--- config.mk ---
export PLATFORM = sky130hd
export DESIGN_NAME = slap_acc
export DESIGN_NICKNAME = d
export VERILOG_FILES = /design/src/rtl/core/slap_pkg.sv /design/src/rtl/core/slap_acc.sv
export SDC_FILE = /design/constraint.sdc
export NUM_CORES = 1
export LEC_CHECK = 0
export BUFFER_PORTS_ARGS = -buffer_cell sky130_fd_sc_hd__buf_4
export CORE_AREA = 3 3 125 127
export CTS_CLUSTER_SIZE = 30
export DETAILED_ROUTE_END_ITERATION = 7
export DIE_AREA = 0 0 128 130
export GPL_TIMING_DRIVEN = 1
export PLACE_DENSITY_LB_ADDON = 0.15
export SYNTH_ARGS = -nofsm -noshare
export SYNTH_HDL_FRONTEND = slang
export SYNTH_SLANG_ARGS = --single-unit
--- constraint.sdc ---
create_clock -name clk -period 8.07 [get_ports clk]
set_input_delay 1.614 -clock clk [delete_from_list [all_inputs] [get_ports clk]]
set_output_delay 1.614 -clock clk [all_outputs]
set_load 0.02 [all_outputs]
--- src/rtl/core/slap_pkg.sv ---
// ----------------------------------------------------------------------------
// slap_pkg
// Shared constants, types and codes of the sign-data LMS predictor.
// ----------------------------------------------------------------------------
package slap_pkg;

	localparam int TAPS        = 4;
	localparam int LANE_W      = 16;
	localparam int WT_W        = 32;
	localparam int PACK_W      = TAPS * LANE_W;
	localparam int RES_W       = 32;
	localparam int PRED_W      = 19;
	localparam int PRED_SHIFT  = 13;
	localparam int ADAPT_SHIFT = 4;
	localparam int PROD_W      = LANE_W + WT_W;
	// pending, product, one stage per accumulate cell, output
	localparam int STAGES      = TAPS + 3;

	localparam logic CMD_LOAD   = 1'b0;
	localparam logic CMD_UPDATE = 1'b1;

	typedef logic signed [LANE_W-1:0] lane_t;
	typedef logic signed [WT_W-1:0]   wt_t;
	typedef wt_t [TAPS-1:0]           wt_vec_t;

	typedef struct packed {
		logic load;
		logic update;
		logic capture;
	} tap_ctl_t;

endpackage

--- src/rtl/core/slap_acc.sv ---
// ----------------------------------------------------------------------------
// slap_acc
// Accumulate cell: adds the head of the product queue to the running sum
// with 32-bit saturation and hands the shortened queue to its neighbor.
// ----------------------------------------------------------------------------
module slap_acc (
	input  logic              clk,
	input  logic              load,
	input  slap_pkg::wt_t     acc_in,
	input  slap_pkg::wt_vec_t prods_in,
	output slap_pkg::wt_t     acc_out,
	output slap_pkg::wt_vec_t prods_out
);
	import slap_pkg::*;

	wt_t                    acc_s;
	wt_vec_t                prods_s;
	logic signed [WT_W:0]   sum;
	wt_t                    sum_sat;

	assign sum = {acc_in[WT_W-1], acc_in} + {prods_in[0][WT_W-1], prods_in[0]};

	always_comb begin
		if (sum[WT_W] == sum[WT_W-1]) begin
			sum_sat = sum[WT_W-1:0];
		end else if (sum[WT_W]) begin
			sum_sat = {1'b1, {(WT_W-1){1'b0}}};
		end else begin
			sum_sat = {1'b0, {(WT_W-1){1'b1}}};
		end
	end

	always_ff @(posedge clk) begin
		if (load) begin
			acc_s   <= sum_sat;
			prods_s <= {{WT_W{1'b0}}, prods_in[TAPS-1:1]};
		end
	end

	assign acc_out   = acc_s;
	assign prods_out = prods_s;

endmodule

==> summary.md <==
| Metric | Value |
|---|---|
| Leading area contributor after synthesis | `edfxtp_1` |
| Setup_tns | `0 ps` |
| Rows | `44` |
| Top cells by count, synth | `edfxtp_1 (128), a21oi_1 (49), buf_4 (36)` |
| Area growth syn-to-layout | `46.24%` |
| First-pass GRT wire length | `23.78 mm` |
| Hold WC Path Type | `in2reg` |
| Die area | `0.01664 sq mm` |
| Post-CTS sizing | `0` |
| Largest net degree at the start of global routing | `76` |
| GP Congestion | `0.8404` |
| Switching power | `0.0005888 W` |
| Max Slew Vio Count | `0` |
| Fmax | `226.3 MHz` |
| Cell family with most CP delay | `compound AO/OA/AOI/OAI gates` |
| Drt first-iter violations | `245` |
| CTS tree | `built` |
| Sequential fraction of the synthesis area | `62.69%` |
| Post-CTS Setup Bufs | `0` |
| Status | `complete, no violations` |
| IO Count | `322` |
| Least-Margin Pin Slew | `950.3 ps` |
| Initial Utilization | `42.18%` |
| Final period util | `54.75%` |
| Post-route ant nets | `0` |
| Register bit total from synthesis | `128` |
| Worst vdd ir | `0.1308 mV` |
| Number of distinct library cells after synthesis | `56` |
| Post-synth top area share | `62.69%` |
| Startpoint types | `primary input` |
| Critical-path cell list | `buf_4 > ha_1 > inv_1 > fa_1 > nand2b_1 > a211oi_2 > o211ai_1 > a31oi_1 > o21ai_0 > a22oi_2 > nand3_2 > o41ai_1` |
| Critical path arrival | `4570 ps` |
| DRT Pass-1 Iters | `5` |
| Number of fill cells in the layout | `1172` |
| Tmin final | `4418 ps` |
| Worst setup startpoint | `acc_in[0]` |
| Int Pwr | `0.001525 W` |
| Hold Path Stages | `1` |
| Critical path class | `in2reg` |
| TritonCTS Buffers | `17` |
| Data required time of the worst path | `8220 ps` |
| Synthesized area | `0.006131 sq mm` |
| DR vias | `4745` |
| Post-synth EDFFs | `128` |
| Clock Sinks | `128` |
| RSZ-0062 raised after global routing | `no` |
| Initial antenna violation count | `0` |
| Synth top area cells | `edfxtp_1 (63%), ha_1 (6.5%), buf_4 (4.4%)` |
| Flop pwr share | `40.1%` |
| Clock root buffer | `clkbuf_16` |
| PnR worst setup slack | `3652 ps` |
| Share of cells above drive strength 1 | `44.30%` |
| Hold Fails Final Rpt | `0` |
| Post-Synthesis Cells | `451` |
| Longest Clk Path Bufs | `2` |
| Clock network power share | `36.6%` |
| Maximum net fanout on the critical path | `28` |
| CP max stage delay | `490 ps` |
| Residual DRC count | `0` |
| Final WL | `17.09 mm` |
| Core ar. | `0.01453 sq mm` |
| P_leak | `3.912 nW` |
| Fin area | `0.008966 sq mm` |
| IO buf count | `289` |
| Relative slew slack | `36.65%` |
| Drt via density | `5.011` |
| WP depth | `12` |
| Final Setup Violations | `0` |
| Power Density | `235.8 mW/mm^2` |
| Dpl hpwl | `13.63 mm` |
| Predominant post-synthesis flop cell | `edfxtp_1` |
| Post-CTS Hold Buffers | `0` |
| Htree depth | `4` |
| Hold slack | `1385 ps` |
| Hold Path Origin | `prods_in[68]` |
| Switching power share of the total | `27.85%` |
| Most frequent cell after synthesis | `edfxtp_1` |
| Global route overflow | `0` |
| Die H | `130 um` |
| CP max stage cell | `nand3_2` |
| Nets | `945` |
| Clock-pin slew on the worst setup and hold paths | `60 ps` |
| Routed wire length per instance | `18.04 um` |
| Syn Area/Cell | `13.59 sq um` |
| Number of synthesis warnings | `0` |
| Number of max-cap violations | `0` |
| Worst setup EP type | `flip-flop` |
| Die X-Extent | `128 um` |
| Post-DP Area | `0.008356 sq mm` |
| Post-Place Setup Slack | `3215 ps` |
| Total GRT Usage | `18.99%` |
| Ys async rst share | `0%` |
| Combinational power share | `23.3%` |
| Worst path bufs/invs | `2` |
| Vias in the first global route | `4502` |
| N_diodes | `0` |
-- sequential cells by signal (all words and copies together), names as in the netlist --
name	cells
prods_out	96
acc_out	32
-- layout make-up --
class	count	area [sq um]	area share [%]
clock buffers	18	429.2	4.786
multi-input cells	298	2048	22.84
clock inverters	14	181.4	2.023
flip-flops and latches	128	3844	42.87
well taps	184	230.2	2.568
inverters	15	56.30	0.6280
repair buffers	290	2177	24.28
-- cells by family after synthesis --
| kind of cell | share of synthesized area (%) |
|---|---|
| AND/OR/NAND/NOR | 5.919 |
| AO/OA/AOI/OAI | 14.41 |
| flip-flops | 62.69 |
| adder cells (fa/ha/maj) | 7.408 |
| buffers and inverters | 5.796 |
| XOR/XNOR | 3.714 |
| other | 0.06117 |
-- cells in the final DEF (no fill, tap or decap), types with 4 or more instances in the layout --
cell / instances
nor3_1: 5
nand2b_1: 5
conb_1: 32
xnor2_1: 12
nor2_1: 15
o21ai_0: 23
o211ai_1: 4
xor2_1: 14
ha_1: 32
nand4_1: 5
a21oi_1: 49
nand2_1: 21
edfxtp_1: 128
a21o_1: 10
a31oi_1: 4
buf_4: 290
o21bai_1: 4
o21ai_1: 7
clkbuf_16: 17
nand3_1: 4
inv_1: 15
o31ai_1: 6
-- power by group through the flow --
| stage | sequential [W] | clock [W] | combinational, W |
|---|---|---|---|
| finish | 0.000848 | 0.000775 | 0.000492 |
| global route | 0.000854 | 0.000822 | 0.000528 |
| detailed placement | 0.000860 | 0 | 0.000495 |
| global placement | 0.000860 | 0 | 0.000487 |
| CTS | 0.000849 | 0.000791 | 0.000496 |
| floorplan | 0.000949 | 0 | 0.000188 |
-- through the flow --
stage / util (%) / instances / power (W)
after floorplan: - / 482 / 0.001137
after global placement: 57.49 / 915 / 0.001347
after detailed placement: 57.49 / 915 / 0.001355
after CTS: 61.69 / 947 / 0.002135
after global routing: 61.69 / 947 / 0.002204
final: 61.69 / 947 / 0.002114
-- worst paths after layout --
check / endpoint / slack (ps)
setup / recovery: acc_out[25]$_DFFE_PP_ / 3650
hold / removal: prods_out[36]$_DFFE_PP_ / 1390
-- per-layer routing --
layer  part of all wire (%)  GRT usage, %  up-vias
met2                     54         35.40      229
met1                     36         20.61     2245
met4                   0.66         4.994        0
met5                      0             0        -
li1                       -             -     2265
met3                    9.7         6.508        6
Power figures use the tool's default switching activity.
