--- src/rtl/core/slap_pkg.sv ---
// ----------------------------------------------------------------------------
// slap_pkg
// Shared constants, types and codes of the sign-data LMS predictor.
// ----------------------------------------------------------------------------
package slap_pkg;

	localparam int TAPS        = 4;
	localparam int LANE_W      = 16;
	localparam int WT_W        = 32;
	localparam int PACK_W      = TAPS * LANE_W;
	localparam int RES_W       = 32;
	localparam int PRED_W      = 19;
	localparam int PRED_SHIFT  = 13;
	localparam int ADAPT_SHIFT = 4;
	localparam int PROD_W      = LANE_W + WT_W;
	// pending, product, one stage per accumulate cell, output
	localparam int STAGES      = TAPS + 3;

	localparam logic CMD_LOAD   = 1'b0;
	localparam logic CMD_UPDATE = 1'b1;

	typedef logic signed [LANE_W-1:0] lane_t;
	typedef logic signed [WT_W-1:0]   wt_t;
	typedef wt_t [TAPS-1:0]           wt_vec_t;

	typedef struct packed {
		logic load;
		logic update;
		logic capture;
	} tap_ctl_t;

endpackage

--- src/rtl/core/slap_tap.sv ---
// ----------------------------------------------------------------------------
// slap_tap
// One predictor tap: holds a history sample and its weight, adapts them,
// and registers the saturated product for the accumulate chain.
// ----------------------------------------------------------------------------
module slap_tap (
	input  logic             clk,
	input  logic             arst_n,
	input  slap_pkg::tap_ctl_t ctl,
	input  slap_pkg::lane_t  load_hist,
	input  slap_pkg::lane_t  load_wt,
	input  slap_pkg::lane_t  shift_in,
	input  slap_pkg::wt_t    delta,
	output slap_pkg::lane_t  hist,
	output slap_pkg::wt_t    prod
);
	import slap_pkg::*;

	lane_t                    hist_q;
	wt_t                      wt_q;
	wt_t                      prod_s1;
	logic signed [PROD_W-1:0] mult;
	wt_t                      mult_sat;

	always_ff @(posedge clk or negedge arst_n) begin
		if (!arst_n) begin
			hist_q <= '0;
			wt_q   <= '0;
		end else if (ctl.load) begin
			hist_q <= load_hist;
			wt_q   <= WT_W'(load_wt);
		end else if (ctl.update) begin
			// adaptation uses the sign of the sample before the shift
			wt_q   <= hist_q[LANE_W-1] ? wt_q - delta : wt_q + delta;
			hist_q <= shift_in;
		end
	end

	assign mult = PROD_W'(hist_q) * PROD_W'(wt_q);

	always_comb begin
		if (mult[PROD_W-1:WT_W-1] == '0 || mult[PROD_W-1:WT_W-1] == '1) begin
			mult_sat = mult[WT_W-1:0];
		end else if (mult[PROD_W-1]) begin
			mult_sat = {1'b1, {(WT_W-1){1'b0}}};
		end else begin
			mult_sat = {1'b0, {(WT_W-1){1'b1}}};
		end
	end

	always_ff @(posedge clk) begin
		if (ctl.capture) begin
			prod_s1 <= mult_sat;
		end
	end

	assign hist = hist_q;
	assign prod = prod_s1;

endmodule

--- config.mk ---
export PLATFORM = sky130hd
export DESIGN_NAME = slap_tap
export DESIGN_NICKNAME = d
export VERILOG_FILES = /design/src/rtl/core/slap_pkg.sv /design/src/rtl/core/slap_tap.sv
export SDC_FILE = /design/constraint.sdc
export NUM_CORES = 2
export LEC_CHECK = 0
export BUFFER_PORTS_ARGS = -buffer_cell sky130_fd_sc_hd__buf_2
export CELL_PAD_IN_SITES_DETAIL_PLACEMENT = 0
export CELL_PAD_IN_SITES_GLOBAL_PLACEMENT = 1
export CORE_ASPECT_RATIO = 0.7
export CORE_MARGIN = 2
export CORE_UTILIZATION = 45
export DETAILED_ROUTE_END_ITERATION = 10
export PLACE_DENSITY = 0.83
export SYNTH_ARGS = -nofsm -noshare
export SYNTH_HDL_FRONTEND = slang
export SYNTH_SLANG_ARGS = --single-unit
--- constraint.sdc ---
create_clock -name clk -period 6.77 [get_ports clk]
set_clock_uncertainty 0.2 [all_clocks]
set_input_delay 1.0155 -clock clk [delete_from_list [all_inputs] [get_ports clk]]
set_output_delay 1.0155 -clock clk [all_outputs]
set_load 0.01 [all_outputs]
==> summary.txt <==
Critical path
  • CP max-delay cell: dfrtp_4
  • Setup CP Type: reg -> reg
  • Slowest Stage Delay on Critical Path: 0.49 ns
  • CP arrival: 7.41 ns
  • Crit path max fanout: 8
  • Startpoint types: flip-flop
  • Crit. End Element: flip-flop
  • Worst path bufs/invs: 8
  • Required @ worst endpoint: 6.69 ns
  • CP delay by family, top: adder cells
  • Most common cell on crit path: fa_1

Yosys
  • Ys Warns: 0
  • Synth area leader: fa_1
  • Post-Syn Area: 23,600 sq um
  • Async S/R FF share, synth: 60.0%
  • Syn_nets: 3,403
  • Most common cell in the netlist: inv_1
  • Top cell type's share of synthesized area: 41.4%
  • Syn Area/Cell: 8.77 sq um
  • Top FF cell, synth: dfrtp_1
  • Syn Inst Count: 2,685
  • Synth area leaders: fa_1 41%, inv_1 9.2%, ha_1 7.8%
  • Seq/Total Area, Yosys: 9.18%
  • Synth cell count leaders: 577 x inv_1, 487 x fa_1, 365 x nand2_1
  • Synth Register Bits: 80
  • Number of synthesized flops with an enable pin: 32
  • Distinct cells, synth: 65

Routing
  • DRT Pass-1 Iters: 6
  • Initial DRC count: 1,317
  • Final ANT Viol Nets: 0
  • Routed len/inst: 17.6 um
  • Via density: 5.19
  • DR vias: 19,497
  • Post-Route WL: 66.1 mm
  • Post-route DRC violation count: 0

Cells and area
  • Final nets: 3,783
  • Post-route cell area: 28,700 sq um
  • Synthesis-to-layout area growth: 21.8%
  • Finished Core Util: 55.2%
  • Share of post-route cells with drive strength above 1: 20.9%

STA
  • Setup Viol. Count Final: 32
  • Setup_tns: -21.79 ns
  • Fmax: 134 MHz
  • Worst Max-Slew Pin Slew: 0.856 ns
  • Slew Limit Fails: 0
  • Final worst slack: -0.720 ns
  • Rel. slew slack: 42.2%
  • Unrepaired setup endpoints after global routing: yes
  • Final period util: 111%
  • Fin crit period: 7.49 ns
  • Fin. Hold Viols: 0

Clocking
  • Sink Count: 80
  • CTS tree: done
  • CTS Buffer Depth: 2
  • Clock transition at path regs: 0.06 ns
  • Clk root buf: clkbuf_16
  • Clk_lat worst skew: 0.38 ns
  • Clock buffer count from CTS: 9
  • CTS H-tree depth: 3

Floorplanning
  • Overall die width: 277 um
  • Io pins: 133
  • Initial Utilization: 45.3%
  • Die H: 195 um
  • Core box area: 51,900 sq um
  • Die area: 54,200 sq um
  • Num rows: 70

GRT
  • First-pass GRT wire length: 108 mm
  • Total congestion overflow: 0
  • Initial antenna violation count: 1
  • Largest net degree at the start of global routing: 52
  • GRT Total Usage: 25.0%
  • Vias in the first global route: 20,758

Outcome
  • Failing checks: setup timing
  • Status: finished, violations left

Placed design
  • GP Congestion: 0.932
  • IO Port Bufs: 132
  • Area after DPL: 27,500 sq um
  • Detail Placement HPWL: 55.4 mm
  • Pre-CTS setup slack: -0.920 ns

Flow run
  • Max-Cap Viols: 0

Min path
  • Class of the worst hold path: reg -> reg
[routing by layer]
metal  share of wire, %  vias to the layer above  global-route usage, %
met1                 46                     9902                   35.6
met5                  0                        -                      0
met4                2.0                        0                   5.92
met2                 46                      574                   39.7
met3                6.4                       86                   4.41
li1                   -                     8935                      -
[layout by cell type (no fill, tap or decap), types with 11 or more instances in the layout]
cell type    n
a21o_1      51
a21oi_1     97
a21oi_2     20
and2_1     205
buf_12      30
buf_2      132
buf_4      319
clkbuf_16   11
dfrtp_1     33
edfxtp_1    32
fa_1       471
fa_2        16
ha_1       131
ha_4        13
inv_1      567
mux2i_1     26
nand2_1    361
nand2b_1    21
nand3_1     23
nand4_1     18
nor2_1      93
nor3_1      20
o21ai_0     65
xnor2_1     75
xor2_1      26
[final cells by class]
| class | count | area [sq um] |
|---|---|---|
| Fill cell | 4622 | 23200 |
| Multi-Input combinational cell | 1903 | 19300 |
| Timing Repair Buffer | 493 | 3820 |
| Sequential cell | 80 | 2190 |
| Inverter | 578 | 2170 |
| Tap cell | 684 | 856 |
| Clock buffer | 12 | 256 |
| Clock inverter | 4 | 52.6 |
| Antenna cell | 1 | 2.50 |
[cells by family after synthesis]
| logic type | share of synthesized area [%] |
|---|---|
| and+or+nand+nor | 16.4 |
| buffers and inverters | 11.3 |
| AOI/OAI and AO/OA | 8.87 |
| DFF | 9.18 |
| xor gates and xnor gates | 3.90 |
| muxes | 1.15 |
| adders and majority gates | 49.2 |
[state kept, by name, summed over array words and instances (netlist names)]
signal	flops
wt_q	32
prod	32
hist	16
[through the flow]
stage / hold slack, ns / instances
2_1_floorplan: 0.392 / 2685
3_3_place_gp: 0.424 / 3706
3_5_place_dp: 0.439 / 3706
4_1_cts: 0.454 / 3743
5_1_grt: 0.502 / 3755
6_report: 0.447 / 3755
[final timing paths]
check | from | slack [ns] | endpoint | depth (start not counted)
min in group asynchronous | arst_n | 0.55 | wt_q[3]$_DFFE_PN0P_ | 2
hold reg to reg | hist[7]$_DFFE_PN0P_ | 0.45 | hist[7]$_DFFE_PN0P_ | 2
max in group asynchronous | arst_n | 5.24 | hist[6]$_DFFE_PN0P_ | 2
setup / recovery | hist[6]$_DFFE_PN0P_ | -0.72 | prod[30]$_DFFE_PP_ | 27
setup reg to reg | hist[6]$_DFFE_PN0P_ | -0.72 | prod[30]$_DFFE_PP_ | 27
hold / removal | hist[7]$_DFFE_PN0P_ | 0.45 | hist[7]$_DFFE_PN0P_ | 2
[worst reg2reg max path, delay by kind of cell (launching register included)]
family / cells / cell delay (ns)
flops: 1 / 0.49
fa+ha+maj: 7 / 3.08
buf+inv: 8 / 0.93
xor+xnor: 1 / 0.15
compound gates: 4 / 0.81
simple gates: 7 / 1.56
[repair_timing]
action,CTS,global route
cloned,0,3
setup endpoints to repair,32,32
gates resized for setup,36,93
pin swaps,8,43
hold buffers,0,0
buffers inserted,21,9
endpoints found under the hold margin,0,0
Power is not shown: default switching activity piles up to over one toggle a cycle in this logic, so the estimate is an artifact.
